==> config.mk <==
export PLATFORM = sky130hd
export DESIGN_NAME = terminal_escape_to_ansi_translator
export DESIGN_NICKNAME = d
export VERILOG_FILES = /design/src/rtl/core/tea_pkg.sv /design/src/rtl/core/tea_front.sv /design/src/rtl/core/tea_cmd_queue.sv /design/src/rtl/core/tea_back.sv /design/src/rtl/core/terminal_escape_to_ansi_translator.sv
export SDC_FILE = /design/constraint.sdc
export NUM_CORES = 1
export LEC_CHECK = 0
export ABC_AREA = 1
export BUFFER_PORTS_ARGS = -buffer_cell sky130_fd_sc_hd__buf_4
export CAP_MARGIN = 20
export CORE_MARGIN = 2
export CORE_UTILIZATION = 25
export DETAILED_ROUTE_END_ITERATION = 6
export PLACE_DENSITY = 0.35
export SLEW_MARGIN = 20
export SYNTH_ARGS = -nofsm -noshare
export SYNTH_HDL_FRONTEND = slang
export SYNTH_SLANG_ARGS = --single-unit
export TNS_END_PERCENT = 50
==> constraint.sdc <==
create_clock -name aclk -period 4.7 [get_ports aclk]
set_input_delay 0.47 -clock aclk [delete_from_list [all_inputs] [get_ports aclk]]
set_output_delay 0.47 -clock aclk [all_outputs]
set_load 0.005 [all_outputs]
==> src/rtl/core/tea_pkg.sv <==
// Shared definitions for the terminal escape to ANSI translator.
// Holds character codes, widths, and the command record passed from parser to expander.
// No dependencies.
package tea_pkg;

    // Parameter accumulator width; skip counter holds label plus string length
    localparam int PARAM_W = 16;
    localparam int SKIP_W  = PARAM_W + 1;

    // Command queue depth between parser and expander
    localparam int QUEUE_DEPTH = 4;
    localparam int QPTR_W      = (QUEUE_DEPTH > 1) ? $clog2(QUEUE_DEPTH) : 1;
    localparam int QCNT_W      = $clog2(QUEUE_DEPTH + 1);

    // Character codes
    localparam logic [7:0] CH_NUL   = 8'h00;
    localparam logic [7:0] CH_LF    = 8'h0a;
    localparam logic [7:0] CH_CR    = 8'h0d;
    localparam logic [7:0] CH_ESC   = 8'h1b;
    localparam logic [7:0] CH_SPACE = 8'h20;
    localparam logic [7:0] CH_AMP   = 8'h26;
    localparam logic [7:0] CH_PLUS  = 8'h2b;
    localparam logic [7:0] CH_MINUS = 8'h2d;
    localparam logic [7:0] CH_0     = 8'h30;
    localparam logic [7:0] CH_2     = 8'h32;
    localparam logic [7:0] CH_4     = 8'h34;
    localparam logic [7:0] CH_5     = 8'h35;
    localparam logic [7:0] CH_7     = 8'h37;
    localparam logic [7:0] CH_9     = 8'h39;
    localparam logic [7:0] CH_SEMI  = 8'h3b;
    localparam logic [7:0] CH_AT    = 8'h40;
    localparam logic [7:0] CH_A     = 8'h41;
    localparam logic [7:0] CH_B     = 8'h42;
    localparam logic [7:0] CH_C     = 8'h43;
    localparam logic [7:0] CH_D     = 8'h44;
    localparam logic [7:0] CH_H     = 8'h48;
    localparam logic [7:0] CH_J     = 8'h4a;
    localparam logic [7:0] CH_K     = 8'h4b;
    localparam logic [7:0] CH_L     = 8'h4c;
    localparam logic [7:0] CH_Z     = 8'h5a;
    localparam logic [7:0] CH_LBR   = 8'h5b;
    localparam logic [7:0] CH_US    = 8'h5f;
    localparam logic [7:0] CH_LC_D  = 8'h64;
    localparam logic [7:0] CH_LC_F  = 8'h66;
    localparam logic [7:0] CH_LC_H  = 8'h68;
    localparam logic [7:0] CH_LC_L  = 8'h6c;
    localparam logic [7:0] CH_LC_M  = 8'h6d;
    localparam logic [7:0] CH_DEL   = 8'h7f;

    // One queued command: a list of one to three literal bytes, optionally a
    // delay marker, optionally followed by the SGR attribute tail.
    typedef struct packed {
        logic [2:0][7:0] bytes;
        logic [1:0]      count;
        logic            delay;
        logic            sgr;
        logic [3:0]      attr;
    } tea_cmd_t;

endpackage

==> src/rtl/core/tea_front.sv <==
// Parser front end: accepts input bytes, tracks escape parsing state and
// pushes one command per byte that yields output. Depends on tea_pkg.
module tea_front (
    input  logic              aclk,
    input  logic              aresetn,
    input  logic              s_valid,
    output logic              s_ready,
    input  logic [7:0]        s_in_byte,
    input  logic              cfg_valid,
    input  logic              cfg_ansi_enable,
    input  logic              q_full,
    output logic              q_push,
    output tea_pkg::tea_cmd_t q_cmd
);
    import tea_pkg::*;

    typedef enum logic [6:0] {
        MODE_TEXT  = 7'b0000001,
        MODE_ESC   = 7'b0000010,
        MODE_AMP   = 7'b0000100,
        MODE_PARAM = 7'b0001000,
        MODE_SKIP  = 7'b0010000,
        MODE_US    = 7'b0100000,
        MODE_USCR  = 7'b1000000
    } mode_t;

    mode_t              mode_reg, mode_next;
    logic [7:0]         group_reg, group_next;
    logic [PARAM_W-1:0] param_reg, param_next;
    logic               neg_reg, neg_next;
    logic [PARAM_W-1:0] label_reg, label_next;
    logic [PARAM_W-1:0] string_reg, string_next;
    logic [SKIP_W-1:0]  skip_reg, skip_next;
    logic               enable_reg;

    logic               accept;
    logic               emit;
    tea_cmd_t           cmd;
    logic [7:0]         c;
    mode_t              t_mode;
    logic               t_emit;
    logic               is_digit;
    logic               is_upper;
    logic               is_cursor;
    logic [PARAM_W+3:0] acc;
    logic [PARAM_W-1:0] len_val;

    assign c       = s_in_byte;
    assign s_ready = !q_full;
    assign accept  = s_valid && s_ready;
    assign q_push  = accept && emit;
    assign q_cmd   = cmd;

    // Classify the byte as plain text
    always_comb begin
        if (c == CH_ESC) begin
            t_mode = MODE_ESC;
        end else if (c == CH_US) begin
            t_mode = MODE_US;
        end else begin
            t_mode = MODE_TEXT;
        end
        t_emit = (c != CH_ESC) && (c != CH_US) && (c != CH_NUL) && (c != CH_DEL);
    end

    assign is_digit  = (c >= CH_0) && (c <= CH_9);
    assign is_upper  = (c >= CH_A) && (c <= CH_Z);
    assign is_cursor = (c == CH_A) || (c == CH_B) || (c == CH_C) || (c == CH_D)
                    || (c == CH_H) || (c == CH_J) || (c == CH_K);

    // Decimal accumulate: param * 10 + digit, saturate past the all-ones value
    assign acc = ({4'b0, param_reg} << 3) + ({4'b0, param_reg} << 1)
               + {{PARAM_W{1'b0}}, c[3:0]};
    assign len_val = neg_reg ? '0 : param_reg;

    // Next parser state and command for this byte
    always_comb begin
        mode_next   = mode_reg;
        group_next  = group_reg;
        param_next  = param_reg;
        neg_next    = neg_reg;
        label_next  = label_reg;
        string_next = string_reg;
        skip_next   = skip_reg;
        cmd         = '0;
        emit        = 1'b0;
        unique case (mode_reg)
            MODE_TEXT: begin
                mode_next = t_mode;
                if (t_emit) begin
                    cmd.bytes[0] = c;
                    cmd.count    = 2'd1;
                    emit         = 1'b1;
                end
            end
            MODE_US: begin
                if (c == CH_CR) begin
                    mode_next = MODE_USCR;
                end else if (c == CH_US) begin
                    cmd.bytes[0] = CH_US;
                    cmd.count    = 2'd1;
                    emit         = 1'b1;
                end else begin
                    mode_next    = t_mode;
                    cmd.bytes[0] = CH_US;
                    cmd.bytes[1] = c;
                    cmd.count    = t_emit ? 2'd2 : 2'd1;
                    emit         = 1'b1;
                end
            end
            MODE_USCR: begin
                mode_next = MODE_TEXT;
                if (c != CH_LF) begin
                    mode_next    = t_mode;
                    cmd.bytes[0] = CH_US;
                    cmd.bytes[1] = CH_CR;
                    cmd.bytes[2] = c;
                    cmd.count    = t_emit ? 2'd3 : 2'd2;
                    emit         = 1'b1;
                end
            end
            MODE_ESC: begin
                if (c == CH_AMP) begin
                    mode_next = MODE_AMP;
                end else begin
                    mode_next = MODE_TEXT;
                    if (enable_reg) begin
                        if (is_cursor || c == CH_LC_H) begin
                            cmd.bytes[0] = CH_ESC;
                            cmd.bytes[1] = CH_LBR;
                            cmd.bytes[2] = is_cursor ? c : CH_H;
                            cmd.count    = 2'd3;
                            emit         = 1'b1;
                        end else if (c == CH_AT) begin
                            cmd.bytes[0] = CH_NUL;
                            cmd.count    = 2'd1;
                            cmd.delay    = 1'b1;
                            emit         = 1'b1;
                        end
                    end
                end
            end
            MODE_AMP: begin
                group_next  = c;
                param_next  = '0;
                neg_next    = 1'b0;
                label_next  = '0;
                string_next = '0;
                mode_next   = MODE_PARAM;
            end
            MODE_PARAM: begin
                if (is_digit) begin
                    if (acc > {4'b0, {PARAM_W{1'b1}}}) begin
                        param_next = {PARAM_W{1'b1}};
                    end else begin
                        param_next = acc[PARAM_W-1:0];
                    end
                end else if (c == CH_MINUS) begin
                    neg_next = 1'b1;
                end else if (c == CH_PLUS || c == CH_SPACE) begin
                    neg_next = neg_reg;
                end else if (group_reg == CH_LC_D) begin
                    mode_next = MODE_TEXT;
                    if (enable_reg) begin
                        cmd.bytes[0] = CH_ESC;
                        cmd.bytes[1] = CH_LBR;
                        cmd.bytes[2] = CH_0;
                        cmd.count    = 2'd3;
                        cmd.sgr      = 1'b1;
                        cmd.attr     = c[3:0];
                        emit         = 1'b1;
                    end
                end else begin
                    if (group_reg == CH_LC_F) begin
                        if (c == CH_LC_D || c == CH_D) begin
                            label_next = len_val;
                        end
                        if (c == CH_LC_L || c == CH_L) begin
                            string_next = len_val;
                        end
                    end
                    param_next = '0;
                    neg_next   = 1'b0;
                    if (is_upper) begin
                        if (group_reg == CH_LC_F) begin
                            skip_next = {1'b0, label_next} + {1'b0, string_next};
                        end else begin
                            skip_next = '0;
                        end
                        mode_next = (skip_next != '0) ? MODE_SKIP : MODE_TEXT;
                    end
                end
            end
            MODE_SKIP: begin
                if (skip_reg <= SKIP_W'(1)) begin
                    skip_next = '0;
                    mode_next = MODE_TEXT;
                end else begin
                    skip_next = skip_reg - SKIP_W'(1);
                end
            end
            default: begin
                mode_next = MODE_TEXT;
            end
        endcase
    end

    // Advance parser state on each accepted beat
    always_ff @(posedge aclk) begin
        if (!aresetn) begin
            mode_reg   <= MODE_TEXT;
            group_reg  <= '0;
            param_reg  <= '0;
            neg_reg    <= 1'b0;
            label_reg  <= '0;
            string_reg <= '0;
            skip_reg   <= '0;
        end else if (accept) begin
            mode_reg   <= mode_next;
            group_reg  <= group_next;
            param_reg  <= param_next;
            neg_reg    <= neg_next;
            label_reg  <= label_next;
            string_reg <= string_next;
            skip_reg   <= skip_next;
        end
    end

    // Hold the escape output enable
    always_ff @(posedge aclk) begin
        if (!aresetn) begin
            enable_reg <= 1'b1;
        end else if (cfg_valid) begin
            enable_reg <= cfg_ansi_enable;
        end
    end

    a_skip_nonzero: assert property (@(posedge aclk) disable iff (!aresetn)
        mode_reg == MODE_SKIP |-> skip_reg != '0)
        else $error("skip mode entered with zero count");

    a_cmd_count: assert property (@(posedge aclk) disable iff (!aresetn)
        q_push |-> q_cmd.count != 2'd0)
        else $error("command pushed with empty byte list");

    a_sgr_no_delay: assert property (@(posedge aclk) disable iff (!aresetn)
        q_push && q_cmd.sgr |-> !q_cmd.delay && enable_reg)
        else $error("malformed attribute command");

endmodule

==> src/rtl/core/tea_cmd_queue.sv <==
// Short command queue between the parser and the expander.
// Depends on tea_pkg for the command record and depth.
module tea_cmd_queue (
    input  logic              aclk,
    input  logic              aresetn,
    input  logic              push,
    input  tea_pkg::tea_cmd_t push_cmd,
    output logic              full,
    input  logic              pop,
    output logic              head_valid,
    output tea_pkg::tea_cmd_t head_cmd
);
    import tea_pkg::*;

    tea_cmd_t          mem_reg [QUEUE_DEPTH];
    logic [QPTR_W-1:0] wr_ptr_reg;
    logic [QPTR_W-1:0] rd_ptr_reg;
    logic [QCNT_W-1:0] count_reg;

    assign full       = count_reg == QCNT_W'(QUEUE_DEPTH);
    assign head_valid = count_reg != '0;
    assign head_cmd   = mem_reg[rd_ptr_reg];

    // Store pushed commands
    always_ff @(posedge aclk) begin
        if (push) begin
            mem_reg[wr_ptr_reg] <= push_cmd;
        end
    end

    // Advance pointers and occupancy
    always_ff @(posedge aclk) begin
        if (!aresetn) begin
            wr_ptr_reg <= '0;
            rd_ptr_reg <= '0;
            count_reg  <= '0;
        end else begin
            if (push) begin
                wr_ptr_reg <= (wr_ptr_reg == QPTR_W'(QUEUE_DEPTH - 1)) ? '0
                                                                       : wr_ptr_reg + 1'b1;
            end
            if (pop) begin
                rd_ptr_reg <= (rd_ptr_reg == QPTR_W'(QUEUE_DEPTH - 1)) ? '0
                                                                       : rd_ptr_reg + 1'b1;
            end
            if (push && !pop) begin
                count_reg <= count_reg + 1'b1;
            end else if (pop && !push) begin
                count_reg <= count_reg - 1'b1;
            end
        end
    end

    a_no_overflow: assert property (@(posedge aclk) disable iff (!aresetn)
        !(push && full))
        else $error("push into full command queue");

    a_no_underflow: assert property (@(posedge aclk) disable iff (!aresetn)
        pop |-> head_valid)
        else $error("pop from empty command queue");

    a_count_range: assert property (@(posedge aclk) disable iff (!aresetn)
        count_reg <= QCNT_W'(QUEUE_DEPTH))
        else $error("queue occupancy out of range");

endmodule

==> src/rtl/core/tea_back.sv <==
// Expander back end: turns the head command into result beats, one per cycle
// unless the output stalls, through a registered output stage. Depends on tea_pkg.
module tea_back (
    input  logic              aclk,
    input  logic              aresetn,
    input  logic              head_valid,
    input  tea_pkg::tea_cmd_t head_cmd,
    output logic              pop,
    output logic              m_valid,
    input  logic              m_ready,
    output logic [7:0]        m_out_byte,
    output logic              m_is_delay,
    output logic              m_last
);
    import tea_pkg::*;

    typedef enum logic [3:0] {
        PH_LIST  = 4'b0001,
        PH_SEMI  = 4'b0010,
        PH_DIGIT = 4'b0100,
        PH_MARK  = 4'b1000
    } phase_t;

    phase_t     phase_reg, phase_next;
    logic [1:0] pos_reg, pos_next;
    logic [3:0] mask_reg, mask_next;
    logic       valid_reg;
    logic [7:0] byte_reg;
    logic       delay_reg;
    logic       last_reg;

    logic       advance;
    logic [7:0] item_byte;
    logic       item_delay;
    logic       item_last;

    assign advance    = head_valid && (!valid_reg || m_ready);
    assign pop        = advance && item_last;
    assign m_valid    = valid_reg;
    assign m_out_byte = byte_reg;
    assign m_is_delay = delay_reg;
    assign m_last     = last_reg;

    // Produce the current beat of the head command
    always_comb begin
        phase_next = phase_reg;
        pos_next   = pos_reg;
        mask_next  = mask_reg;
        item_byte  = CH_NUL;
        item_delay = 1'b0;
        item_last  = 1'b0;
        unique case (phase_reg)
            PH_LIST: begin
                item_byte  = head_cmd.bytes[pos_reg];
                item_delay = head_cmd.delay;
                if (pos_reg != head_cmd.count - 2'd1) begin
                    pos_next = pos_reg + 2'd1;
                end else if (!head_cmd.sgr) begin
                    item_last = 1'b1;
                end else if (head_cmd.attr != 4'd0) begin
                    phase_next = PH_SEMI;
                    mask_next  = head_cmd.attr;
                end else begin
                    phase_next = PH_MARK;
                end
            end
            PH_SEMI: begin
                item_byte  = CH_SEMI;
                phase_next = PH_DIGIT;
            end
            PH_DIGIT: begin
                if (mask_reg[0]) begin
                    item_byte = CH_5;
                end else if (mask_reg[1]) begin
                    item_byte = CH_7;
                end else if (mask_reg[2]) begin
                    item_byte = CH_4;
                end else begin
                    item_byte = CH_2;
                end
                mask_next  = mask_reg & (mask_reg - 4'd1);
                phase_next = (mask_next != 4'd0) ? PH_SEMI : PH_MARK;
            end
            PH_MARK: begin
                item_byte = CH_LC_M;
                item_last = 1'b1;
            end
            default: begin
                phase_next = PH_LIST;
            end
        endcase
        if (item_last) begin
            phase_next = PH_LIST;
            pos_next   = 2'd0;
        end
    end

    // Advance the sequencer
    always_ff @(posedge aclk) begin
        if (!aresetn) begin
            phase_reg <= PH_LIST;
            pos_reg   <= 2'd0;
        end else if (advance) begin
            phase_reg <= phase_next;
            pos_reg   <= pos_next;
        end
    end

    always_ff @(posedge aclk) begin
        if (advance) begin
            mask_reg <= mask_next;
        end
    end

    // Output stage: load on advance, drop once taken
    always_ff @(posedge aclk) begin
        if (!aresetn) begin
            valid_reg <= 1'b0;
        end else if (advance) begin
            valid_reg <= 1'b1;
        end else if (m_ready) begin
            valid_reg <= 1'b0;
        end
    end

    always_ff @(posedge aclk) begin
        if (advance) begin
            byte_reg  <= item_byte;
            delay_reg <= item_delay;
            last_reg  <= item_last;
        end
    end

    a_mid_cmd_head: assert property (@(posedge aclk) disable iff (!aresetn)
        phase_reg != PH_LIST || pos_reg != 2'd0 |-> head_valid)
        else $error("expander mid-command without a head entry");

    a_digit_mask: assert property (@(posedge aclk) disable iff (!aresetn)
        phase_reg == PH_DIGIT |-> mask_reg != 4'd0)
        else $error("attribute digit with empty mask");

    a_delay_beat: assert property (@(posedge aclk) disable iff (!aresetn)
        valid_reg && delay_reg |-> byte_reg == CH_NUL && last_reg)
        else $error("delay marker beat malformed");

endmodule

==> src/rtl/core/terminal_escape_to_ansi_translator.sv <==
// Terminal escape to ANSI translator, top level.
// Instantiates tea_front, tea_cmd_queue and tea_back; uses tea_pkg.
//
// Takes one byte of a program's output per beat on s_* and delivers display
// bytes on m_*, with m_last marking the final result of each input byte
// (bytes that give no result produce no beat). Input is taken every cycle
// while the four-entry command queue has room; the expander sends out every
// result of a command before popping it, so plain text runs at one byte per
// cycle while the output does not stall, and a byte that expands to N results
// (up to 12 for an attribute string) holds the expander until all are out,
// with input stalling only once the queue fills. ansi_enable is written over
// cfg_valid/cfg_ready (always ready) and should change only while the block is idle.
module terminal_escape_to_ansi_translator (
    input  logic       aclk,
    input  logic       aresetn,
    input  logic       s_valid,
    output logic       s_ready,
    input  logic [7:0] s_in_byte,
    output logic       m_valid,
    input  logic       m_ready,
    output logic [7:0] m_out_byte,
    output logic       m_is_delay,
    output logic       m_last,
    input  logic       cfg_valid,
    output logic       cfg_ready,
    input  logic       cfg_ansi_enable
);
    import tea_pkg::*;

    logic     q_full;
    logic     q_push;
    tea_cmd_t q_cmd;
    logic     q_pop;
    logic     q_head_valid;
    tea_cmd_t q_head;

    assign cfg_ready = 1'b1;

    tea_front u_front (
        .aclk            (aclk),
        .aresetn         (aresetn),
        .s_valid         (s_valid),
        .s_ready         (s_ready),
        .s_in_byte       (s_in_byte),
        .cfg_valid       (cfg_valid),
        .cfg_ansi_enable (cfg_ansi_enable),
        .q_full          (q_full),
        .q_push          (q_push),
        .q_cmd           (q_cmd)
    );

    tea_cmd_queue u_queue (
        .aclk       (aclk),
        .aresetn    (aresetn),
        .push       (q_push),
        .push_cmd   (q_cmd),
        .full       (q_full),
        .pop        (q_pop),
        .head_valid (q_head_valid),
        .head_cmd   (q_head)
    );

    tea_back u_back (
        .aclk       (aclk),
        .aresetn    (aresetn),
        .head_valid (q_head_valid),
        .head_cmd   (q_head),
        .pop        (q_pop),
        .m_valid    (m_valid),
        .m_ready    (m_ready),
        .m_out_byte (m_out_byte),
        .m_is_delay (m_is_delay),
        .m_last     (m_last)
    );

endmodule

==> results of run 1 <==
## final cells by class
type	count	area [um2]	area share, %
multi-input combinational	1172	6310	40.23
sequential	240	6227	39.70
inverter	243	912.1	5.816
tap	696	870.8	5.552
clock buffer	35	790.8	5.042
timing repair buffer	46	345.3	2.202
clock inverter	23	227.7	1.452
## through the flow
| step | util (%) | cells |
|---|---|---|
| after detailed placement | 27.18 | 2397 |
| after CTS | 29.07 | 2455 |
| after global placement | 27.18 | 2397 |
| after floorplan | - | 1714 |
| final | 29.09 | 2455 |
| after global routing | 29.09 | 2455 |
## worst max-delay path by stage
stage / cells past startpoint / endpoint / slack, ns / from
after floorplan: 14 / u_queue.mem_reg[0][0]$_DFFE_PP_ / 1.24 / s_in_byte[6]
after global placement: 25 / u_front.mode_reg[4]$_SDFFE_PN0P_ / 0.84 / s_in_byte[6]
after detailed placement: 25 / u_front.mode_reg[4]$_SDFFE_PN0P_ / 0.85 / s_in_byte[6]
after CTS: 25 / u_front.mode_reg[4]$_SDFFE_PN0P_ / 1.17 / u_front.group_reg[7]$_SDFFE_PN0P_
after global routing: 25 / u_front.mode_reg[4]$_SDFFE_PN0P_ / 0.75 / u_front.group_reg[7]$_SDFFE_PN0P_
final: 25 / u_front.mode_reg[4]$_SDFFE_PN0P_ / 1.22 / u_front.group_reg[7]$_SDFFE_PN0P_
## cell usage after synthesis (8+ instances only)
library cell  number
buf_2             13
a31oi_1            8
dfxtp_1           98
o22ai_1           32
nor2_1           185
o32ai_2           10
nand3_1          107
nand4_1           27
xor2_1            14
xnor2_1           11
a211oi_1          19
edfxtp_1         142
inv_2             10
o21ai_0          139
a21oi_1          109
inv_1            230
ha_1              55
nand2_1          358
nor3_1            17
clkbuf_1          38
## cells by family after synthesis
kind of cell               share of synthesized area, %
and+or+nand+nor                                   22.89
AOI/OAI and AO/OA                                 15.64
buffers and inverters                             8.638
DFF                                               45.58
adders and majority gates                         5.624
xor gates and xnor gates                          1.603
other                                           0.02745
## where the power goes
part | internal (mW) | switching, mW | leakage [nW] | total, mW
clock | 1.43 | 0.975 | 0.505 | 2.40
combinational | 0.555 | 1.27 | 4.35 | 1.82
sequential | 2.54 | 0.0800 | 2.12 | 2.62
## worst register-to-register path: stages, from the launching register on
cell,delay [ns]
dfxtp_1,0.31
nor2_1,0.11
nand3_1,0.11
nor2_2,0.24
nand4_1,0.13
buf_4,0.26
nand2_1,0.09
o21ai_0,0.07
inv_1,0.09
ha_1,0.22
inv_1,0.07
fa_1,0.35
inv_1,0.10
nand2_1,0.07
nand2_1,0.14
nand3_1,0.11
nand2_1,0.09
nand2_1,0.08
nand2_1,0.07
nand2_1,0.06
nand3_1,0.07
nand2_1,0.05
nor2_1,0.11
nand4_1,0.16
nand2_1,0.10
a21oi_1,0.06
## layout by cell type (no fill, tap or decap), drive strengths merged, types with 11 or more instances in the layout
cell type	instances
clkbuf	35
nor2	193
clkinv	20
a211oi	23
o32ai	16
inv	242
xnor2	11
nor3	17
dfxtp	98
xor2	14
nand3	108
ha	55
o22ai	32
buf	46
nand4	28
o21ai	146
edfxtp	142
nand2	363
a21oi	110
## per-layer routing
layer / part of all wire [%] / vias up / track usage (%)
met1: 44 / 5328 / 18.08
met4: 2.4 / 0 / 3.774
met3: 2.0 / 54 / 1.719
met2: 51 / 104 / 28.34
met5: 0 / - / 0
li1: - / 5817 / -
==> metrics.csv, run 1 <==
stage;metric;value;unit
status;status;complete, no violations;
synthesis;synthArstFlopShare;0;%
synthesis;synth_top_area_cell;edfxtp_1;
worst_setup_path;worstSetupStartpointType;flop;
worst_setup_path;slowest_delay;0.35;ns
floorplan;core;0.05392;mm2
cts;cts_hold_buf;0;
cts;cts.path.max_buffers;3;
worst_setup_path;rr_worst_depth;25;
global_route;grt_overflow;0;
synthesis;synth_fp_nets;1787;
detailed_routing;wl_per_cell;17.13;um
finish;fillCellCount;5792;
timing;worst_slew_pin_slew;1.018;ns
synthesis;synth_ff_type;edfxtp_1;
timing;period_share;74.14;%
synthesis;syn_area;0.01366;mm2
min_path;worstHoldPathType;in -> reg;
global_route;grt_pass1_vias;11620;
floorplan;start_util;25.33;%
job;drv_cap;0;
timing;finalHoldViolCount;0;
worst_setup_path;critical_path_required;5.14;ns
finish;nets;1807;
timing;finalSetupTns;0;ns
cts;cts_htree_levels;1;
cts;cts.sinks;240;
global_route;grt_antenna_before_repair;0;
finish;fin_area;0.01568;mm2
synthesis;syn_area_per_cell;7.969;um2
timing;report.final.slew_viol_count;0;
placement;port-buffer-count;25;
placement;dpl.hpwl;29.58;mm
synthesis;yosys-top-cells-area;edfxtp_1 31%, dfxtp_1 14%, nand2_1 9.8%;
synthesis;synth_seq_area_share;45.58;%
global_route;grt_max_degree;65;
pwr;power;6.839;mW
min_path;hold_end;u_front.enable_reg$_SDFFE_PN1P_;
timing;rsz0062_at_grt;no;
timing;period_needed;3.485;ns
finish;largest_reg_flops;128;
cts;cts_setup_buffers;0;
detailed_routing;drtIter0Drc;553;
cts;clkLatencyLatePin;0.59;ns
detailed_routing;ant_nets;0;
global_route;grt_pass1_wl;66.85;mm
synthesis;synth_top_area_share;31.22;%
finish;drive_above_1_share;8.641;%
synthesis;ys_warn_count;0;
cts;cts_tree;done;
floorplan;dieArea;0.05652;mm2
worst_setup_path;end_kind;flop;
pwr;peakVddDrop;266.1;uV
min_path;worstHoldStart;cfg_valid;
floorplan;io_pins;27;
cts;clock-root-buffer;clkbuf_16;
pwr;power-per-cell-area;436.0;mW/mm2
worst_setup_path;cp_max_fo;32;
placement;place_congestion;0.8350;
cts;clk_pin_slew;0.06;ns
cts;cts_buffers;31;
cts;cts_resized;0;
worst_setup_path;worstSetupPathType;reg -> reg;
floorplan;row_count;85;
detailed_routing;via_per_inst;4.604;
timing;skew;0.02211;ns
synthesis;ys_seq_elements;240;
global_route;grt.total_usage;15.06;%
worst_setup_path;crit_top_cell;nand2_1;
detailed_routing;drc;0;
timing;setup_viol;0;
timing;timing.final.ws_setup;1.215;ns
detailed_routing;vias;11300;
timing;fin_hold_ws;0.07982;ns
detailed_routing;drt_wl_total;42.05;mm
placement;preCtsSetupSlack;0.8479;ns
detailed_routing;drt_pre_antenna_iters;5;
synthesis;synth.distinct_cells;55;
synthesis;syn_inst;1714;
floorplan;die_w;237.7;um
worst_setup_path;arrival;3.92;ns
worst_setup_path;cpMaxStageDelayCell;fa_1;
synthesis;synth_edf_count;142;
worst_setup_path;cp_num_buf_inv;4;
finish;diodes;0;
min_path;hold_depth;2;
timing;clock.fmax;287.0;MHz
worst_setup_path;r2r_slack;1.22;ns
finish;area_growth;14.82;%
floorplan;die-height;237.7;um
pwr;p_leak;6.977;nW
placement;placed_cell_area;0.01466;mm2
worst_setup_path;crit_family;simple AND/OR/NAND/NOR gates;
timing;slew_headroom;31.87;%
worst_setup_path;crit-reg2reg-launch;u_front.group_reg[7]$_SDFFE_PN0P_;
worst_setup_path;reg2reg_to;u_front.mode_reg[4]$_SDFFE_PN0P_;
(Power assumes the default switching activity.)
==> inputs of run 2 (changes only) <==
--- a/config.mk
+++ b/config.mk
@@ -11,7 +11,7 @@
 export CORE_MARGIN = 2
 export CORE_UTILIZATION = 25
 export DETAILED_ROUTE_END_ITERATION = 6
-export PLACE_DENSITY = 0.35
+export PLACE_DENSITY = 0.36
 export SLEW_MARGIN = 20
 export SYNTH_ARGS = -nofsm -noshare
 export SYNTH_HDL_FRONTEND = slang
==> constraint.sdc (replaced) <==
create_clock -name aclk -period 3.2 [get_ports aclk]
set_input_delay 0.32 -clock aclk [delete_from_list [all_inputs] [get_ports aclk]]
set_output_delay 0.32 -clock aclk [all_outputs]
set_load 0.005 [all_outputs]
==> run 2 against run 1 <==
Compared with the run above: the flow now finishes with violations (negative setup slack); wire length up 3.6%; combinational power up 57%; global-route usage up 0.29 points; sequential power up 47%; setup slack worse by 1.3 ns.
==> metrics.csv, run 2 (synthesized netlist as in run 1, its figures left out) <==
stage;metric;value;unit;change
detailed_routing;drt_pre_antenna_iters;5;;unchanged
pwr;peakVddDrop;461.1;uV;was 266.1 uV
pwr;p_leak;7.811;nW;was 6.977 nW
finish;nets;1977;;was 1,807
finish;final_cell_mix;332 x nand2_1, 221 x inv_1, 202 x buf_4, 168 x nor2_1, 142 x edfxtp_1;;was 358 x nand2_1, 230 x inv_1, 180 x nor2_1, 142 x edfxtp_1, 139 x o21ai_0
worst_setup_path;arrival;3.71;ns;was 3.92 ns
timing;finalSetupTns;-0.08351;ns;was 0 ns
finish;diodes;0;;unchanged
timing;slew_headroom;34.29;%;was 31.87%
pwr;power;9.979;mW;was 6.839 mW
cts;cts_buffers;31;;unchanged
min_path;hold_depth;3;;was 2
detailed_routing;vias;12050;;was 11,300
detailed_routing;via_per_inst;4.593;;was 4.604
floorplan;core;0.05392;mm2;unchanged
min_path;worstHoldPathType;in -> reg;;unchanged
job;drv_cap;0;;unchanged
cts;clock-root-buffer;clkbuf_16;;unchanged
cts;cts_htree_levels;1;;unchanged
finish;finalNonFillerCells;2624;;was 2,455
cts;cts_tree;done;;unchanged
timing;finalHoldViolCount;0;;unchanged
status;violations;negative setup slack;;
floorplan;row_count;85;;unchanged
timing;clock.fmax;306.0;MHz;was 287.0 MHz
timing;report.final.slew_viol_count;0;;unchanged
worst_setup_path;end_kind;flop;;unchanged
cts;cts.path.max_buffers;3;;unchanged
timing;timing.final.ws_setup;-0.06836;ns;was 1.215 ns
cts;clk_pin_slew;0.06;ns;about the same
finish;utilization;32.44;%;was 29.09%
finish;layout_commonest_cell;nand2_1;;unchanged
timing;rsz0062_at_grt;yes;;was no
worst_setup_path;rr_worst_depth;24;;was 25
global_route;grt_max_degree;65;;unchanged
floorplan;dieArea;0.05652;mm2;unchanged
pwr;power-per-cell-area;570.6;mW/mm2;was 436.0 mW/mm2
global_route;grt_pass1_wl;67.99;mm;was 66.85 mm
detailed_routing;wl_per_cell;16.59;um;was 17.13 um
timing;period_share;102.1;%;was 74.14%
worst_setup_path;worstSetupPathType;reg -> reg;;unchanged
placement;place_congestion;0.8215;;was 0.8350
timing;worst_slew_pin_slew;0.9813;ns;was 1.018 ns
global_route;grt_pass1_vias;12010;;was 11,620
timing;skew;0.01184;ns;was 0.02211 ns
finish;drive_above_1_share;21.16;%;was 8.641%
worst_setup_path;r2r_slack;-0.07;ns;was 1.22 ns
placement;dpl.hpwl;31.66;mm;was 29.58 mm
global_route;grt.total_usage;15.35;%;was 15.06%
placement;port-buffer-count;25;;unchanged
detailed_routing;drc;0;;unchanged
global_route;grt_overflow;0;;unchanged
finish;fin_area;0.01749;mm2;was 0.01568 mm2
cts;cts.sinks;240;;unchanged
finish;area_growth;28.05;%;was 14.82%
timing;period_needed;3.268;ns;was 3.485 ns
global_route;grt_antenna_before_repair;0;;unchanged
worst_setup_path;critical_path_required;3.64;ns;was 5.14 ns
worst_setup_path;cp_max_fo;4;;was 32
detailed_routing;ant_nets;0;;unchanged
placement;dp_cells;2535;;was 2,397
finish;largest_reg_flops;128;;unchanged
timing;setup_viol;2;;was 0
floorplan;die-height;237.7;um;unchanged
detailed_routing;drt_wl_total;43.55;mm;was 42.05 mm
placement;placed_cell_area;0.01579;mm2;was 0.01466 mm2
floorplan;die_w;237.7;um;unchanged
floorplan;io_pins;27;;unchanged
floorplan;start_util;25.33;%;unchanged
cts;clkLatencyLatePin;0.60;ns;was 0.59 ns
status;status;finished, violations left;;was complete, no violations
detailed_routing;drtIter0Drc;530;;was 553
worst_setup_path;worstSetupStartpointType;flop;;unchanged
run 2: worst paths after layout:
| kind | start | to |
|---|---|---|
| min reg2reg | u_front.string_reg[8]$_SDFFE_PN0P_ | u_front.string_reg[8]$_SDFFE_PN0P_ |
| min | aresetn | u_front.group_reg[6]$_SDFFE_PN0P_ |
| max | u_front.group_reg[7]$_SDFFE_PN0P_ | u_front.mode_reg[4]$_SDFFE_PN0P_ |
| max reg2reg | u_front.group_reg[7]$_SDFFE_PN0P_ | u_front.mode_reg[4]$_SDFFE_PN0P_ |
run 2: per-layer routing:
metal | GRT usage [%] | share of wire (%) | vias up
met5 | 0 | 0 | -
met3 | 1.928 | 2.4 | 69
met1 | 18.69 | 44 | 5692
met4 | 4.231 | 2.7 | 0
met2 | 28.26 | 51 | 120
li1 | - | - | 6171
run 2: repair_timing:
item,in CTS,in global routing
pin swaps,14,32
cloned,0,0
setup endpoints to repair,8,109
gates resized for setup,49,86
setup buffers,11,19
hold endpoints to repair,1,0
hold buffers,2,0
run 2: worst max-delay path, cell delays in order, from the launching register on:
cell	delay [ns]
dfxtp_2	0.32
nor2_2	0.11
nand3_2	0.10
nor2_4	0.15
nand4_1	0.23
buf_6	0.22
nand2_2	0.05
o21ai_1	0.06
inv_1	0.09
ha_2	0.19
inv_2	0.04
fa_2	0.33
inv_2	0.08
nand2_4	0.05
nand2_4	0.09
buf_6	0.10
nand4_1	0.11
nand3_1	0.10
nand2_1	0.06
nand3_1	0.07
nand2_1	0.06
nor2_1	0.12
nand4_1	0.21
nand2_1	0.12
a21oi_1	0.06
run 2: per-stage QoR:
step,setup slack [ns],hold WS [ns]
finish,-0.06836,0.08337
global route,-0.2664,0.07932
CTS,-0.09908,0.06180
detailed placement,-0.4180,0.4551
global placement,-0.3893,0.4463
floorplan,-0.1615,0.4204
run 2: power breakdown:
group | internal [mW] | total, mW | switching [mW]
registers | 3.72 | 3.85 | 0.128
clock network | 1.85 | 3.28 | 1.43
logic | 0.985 | 2.85 | 1.86
total | 6.56 | 9.98 | 3.42
run 2: layout make-up:
class | count | area [um2]
sequential | 240 | 6228
fill | 5724 | 36430
clock inverter | 18 | 125.1
clock buffer | 39 | 805.8
inverter | 243 | 912.1
tap | 696 | 870.8
timing repair buffer | 216 | 1759
multi-input combinational | 1172 | 6789
==> inputs of run 3 (changes only) <==
==> constraint.sdc (replaced) <==
create_clock -name aclk -period 2.9 [get_ports aclk]
set_input_delay 0.29 -clock aclk [delete_from_list [all_inputs] [get_ports aclk]]
set_output_delay 0.29 -clock aclk [all_outputs]
set_load 0.005 [all_outputs]
==> run 3 against run 2 <==
Compared with the run above: the run still ends with negative setup slack left; non-clock buffer count rose by 72; final cell count grew 2.7%; setup slack worse by 0.22 ns; register-to-register slack worse by 0.22 ns; combinational power grew 13%; via count is 2.7% higher; critical endpoint is now u_front.label_reg[0]$_SDFFE_PN0P_.
==> metrics.csv, run 3 (synthesized netlist as in run 1, its figures left out) <==
stage;metric;value;unit;change
placement;place_congestion;0.8007;;was 0.8215
detailed_routing;vias;12380;;was 12,050
detailed_routing;m1WireLength;19.05;mm;was 19.26 mm
detailed_routing;via_per_inst;4.597;;was 4.593
global_route;grt_pass1_vias;12710;;was 12,010
worst_setup_path;end_kind;flop;;unchanged
finish;final_cell_mix;303 x nand2_1, 254 x buf_4, 196 x inv_1, 163 x nor2_1, 142 x edfxtp_1;;was 332 x nand2_1, 221 x inv_1, 202 x buf_4, 168 x nor2_1, 142 x edfxtp_1
detailed_routing;wl_per_cell;16.55;um;was 16.59 um
detailed_routing;dr_wl_met3;1.134;mm;was 1.025 mm
timing;timing.final.ws_setup;-0.2933;ns;was -0.06836 ns
detailed_routing;drtIter0Drc;476;;was 530
min_path;hold_depth;4;;was 3
timing;period_share;110.1;%;was 102.1%
worst_setup_path;arrival;3.69;ns;was 3.71 ns
placement;dpl.hpwl;31.57;mm;was 31.66 mm
global_route;grt_antenna_before_repair;0;;unchanged
timing;setup_viol;10;;was 2
min_path;worstHoldStart;m_ready;;was aresetn
finish;fillCellCount;5640;;was 5,724
timing;worst_slew_pin_slew;1.075;ns;was 0.9813 ns
timing;skew;0.01409;ns;was 0.01184 ns
placement;port-buffer-count;25;;unchanged
finish;diodes;0;;unchanged
cts;cts_htree_levels;1;;unchanged
cts;cts_buffers;30;;was 31
pwr;peakVddDrop;377.0;uV;was 461.1 uV
worst_setup_path;cp_max_fo;5;;was 4
timing;period_needed;3.193;ns;was 3.268 ns
pwr;power-per-cell-area;601.3;mW/mm2;was 570.6 mW/mm2
cts;clk_pin_slew;0.06;ns;about the same
floorplan;die_w;237.7;um;unchanged
worst_setup_path;crit-reg2reg-launch;u_front.group_reg[4]$_SDFFE_PN0P_;;was u_front.group_reg[7]$_SDFFE_PN0P_
finish;largest_reg_flops;128;;unchanged
worst_setup_path;worstSetupPathType;reg -> reg;;unchanged
timing;fin_hold_ws;0.07978;ns;was 0.08337 ns
finish;area_growth;36.52;%;was 28.05%
cts;cts.path.max_buffers;3;;unchanged
cts;cts.sinks;240;;unchanged
min_path;worstHoldPathType;in -> reg;;unchanged
timing;slew_headroom;28.34;%;was 34.29%
worst_setup_path;worstSetupStartpointType;flop;;unchanged
finish;multiInputGateArea;0.007211;mm2;was 0.006789 mm2
finish;drive_above_1_share;28.68;%;was 21.16%
floorplan;start_util;25.33;%;unchanged
timing;report.final.slew_viol_count;0;;unchanged
placement;placed_cell_area;0.01622;mm2;was 0.01579 mm2
finish;layout_commonest_cell;nand2_1;;unchanged
status;status;finished, violations left;;unchanged
finish;fin_area;0.01865;mm2;was 0.01749 mm2
floorplan;row_count;85;;unchanged
global_route;grt_overflow;0;;unchanged
timing;finalHoldViolCount;0;;unchanged
worst_setup_path;rr_worst_depth;22;;was 24
global_route;grt_pass1_wl;69.81;mm;was 67.99 mm
status;violations;negative setup slack;;unchanged
detailed_routing;drt_pre_antenna_iters;5;;unchanged
global_route;grt.total_usage;15.65;%;was 15.35%
floorplan;core;0.05392;mm2;unchanged
cts;cts_tree;done;;unchanged
floorplan;dieArea;0.05652;mm2;unchanged
floorplan;io_pins;27;;unchanged
cts;clkLatencyLatePin;0.58;ns;was 0.60 ns
detailed_routing;drt_wl_total;44.58;mm;was 43.55 mm
cts;clock-root-buffer;clkbuf_16;;unchanged
detailed_routing;maxUsedRoutingLayer;met4;;unchanged
worst_setup_path;cp-startpoint;u_front.group_reg[4]$_SDFFE_PN0P_;;was u_front.group_reg[7]$_SDFFE_PN0P_
job;drv_cap;0;;unchanged
global_route;grt_max_degree;42;;was 65
worst_setup_path;critical_path_required;3.40;ns;was 3.64 ns
pwr;p_leak;8.326;nW;was 7.811 nW
detailed_routing;ant_nets;0;;unchanged
finish;nets;2048;;was 1,977
finish;regArea;0.006233;mm2;was 0.006228 mm2
detailed_routing;wl_met2;22.73;mm;was 22.09 mm
placement;preCtsSetupSlack;-0.6664;ns;was -0.4180 ns
timing;clock.fmax;313.2;MHz;was 306.0 MHz
detailed_routing;drc;0;;unchanged
timing;rsz0062_at_grt;yes;;unchanged
floorplan;die-height;237.7;um;unchanged
## run 3: final timing paths
path	slack, ns	endpoint
setup / recovery	-0.29	u_front.label_reg[0]$_SDFFE_PN0P_
hold / removal	0.08	u_back.m_valid$_SDFFE_PN0P_
setup reg to reg	-0.29	u_front.label_reg[0]$_SDFFE_PN0P_
hold reg to reg	0.46	u_front.string_reg[4]$_SDFFE_PN0P_
## run 3: repair_timing
action | 4_1_cts | 5_1_grt
gates resized for setup | 107 | 185
cloned | 2 | 2
buffers inserted | 28 | 24
pin swaps | 28 | 78
hold buffers | 2 | 0
hold endpoints to repair | 1 | 0
endpoints found under the setup margin | 17 | 37
## run 3: cell type report
cell class | instances | share of cell area [%]
flip-flops and latches | 240 | 33.43
repair buffers | 288 | 13.08
inverters | 243 | 4.905
clock buffers | 41 | 4.247
multi-input cells | 1172 | 38.67
well taps | 696 | 4.670
clock inverters | 14 | 0.9997
## run 3: where the power goes
group / total [mW] / switching (mW) / internal [mW] / leakage, nW
registers: 4.24 / 0.132 / 4.11 / 2.12
logic: 3.22 / 2.09 / 1.14 / 5.74
clock network: 3.75 / 1.49 / 2.26 / 0.469
total: 11.2 / 3.71 / 7.50 / 8.33
## run 3: critical path, stage by stage, from the launching register on
cell	delay [ns]
dfxtp_2	0.32
nor2_2	0.11
nand3_2	0.10
nor2_4	0.18
o2111ai_4	0.17
buf_12	0.20
nand2_4	0.06
o21ai_4	0.05
buf_4	0.13
buf_4	0.12
buf_4	0.12
buf_4	0.12
buf_4	0.12
buf_4	0.12
buf_4	0.12
buf_4	0.12
buf_4	0.12
buf_4	0.13
buf_4	0.12
buf_4	0.12
buf_4	0.12
buf_4	0.12
o32ai_2	0.23
## run 3: layer usage
layer,vias to the layer above,global-route usage (%)
met4,0,5.241
met1,5861,18.34
met3,80,1.997
li1,6297,-
met2,145,29.24
met5,-,0
## run 3: through the flow
stage | setup TNS (ns) | std cells | total power, mW | util (%)
4_1_cts | -3.155 | 2674 | 11.41 | 33.18
3_3_place_gp | -18.16 | 2587 | 7.595 | 30.08
5_1_grt | -4.145 | 2694 | 11.90 | 34.58
3_5_place_dp | -13.26 | 2587 | 7.580 | 30.08
2_1_floorplan | -59.20 | 1714 | 6.148 | -
6_report | -1.441 | 2694 | 11.21 | 34.58
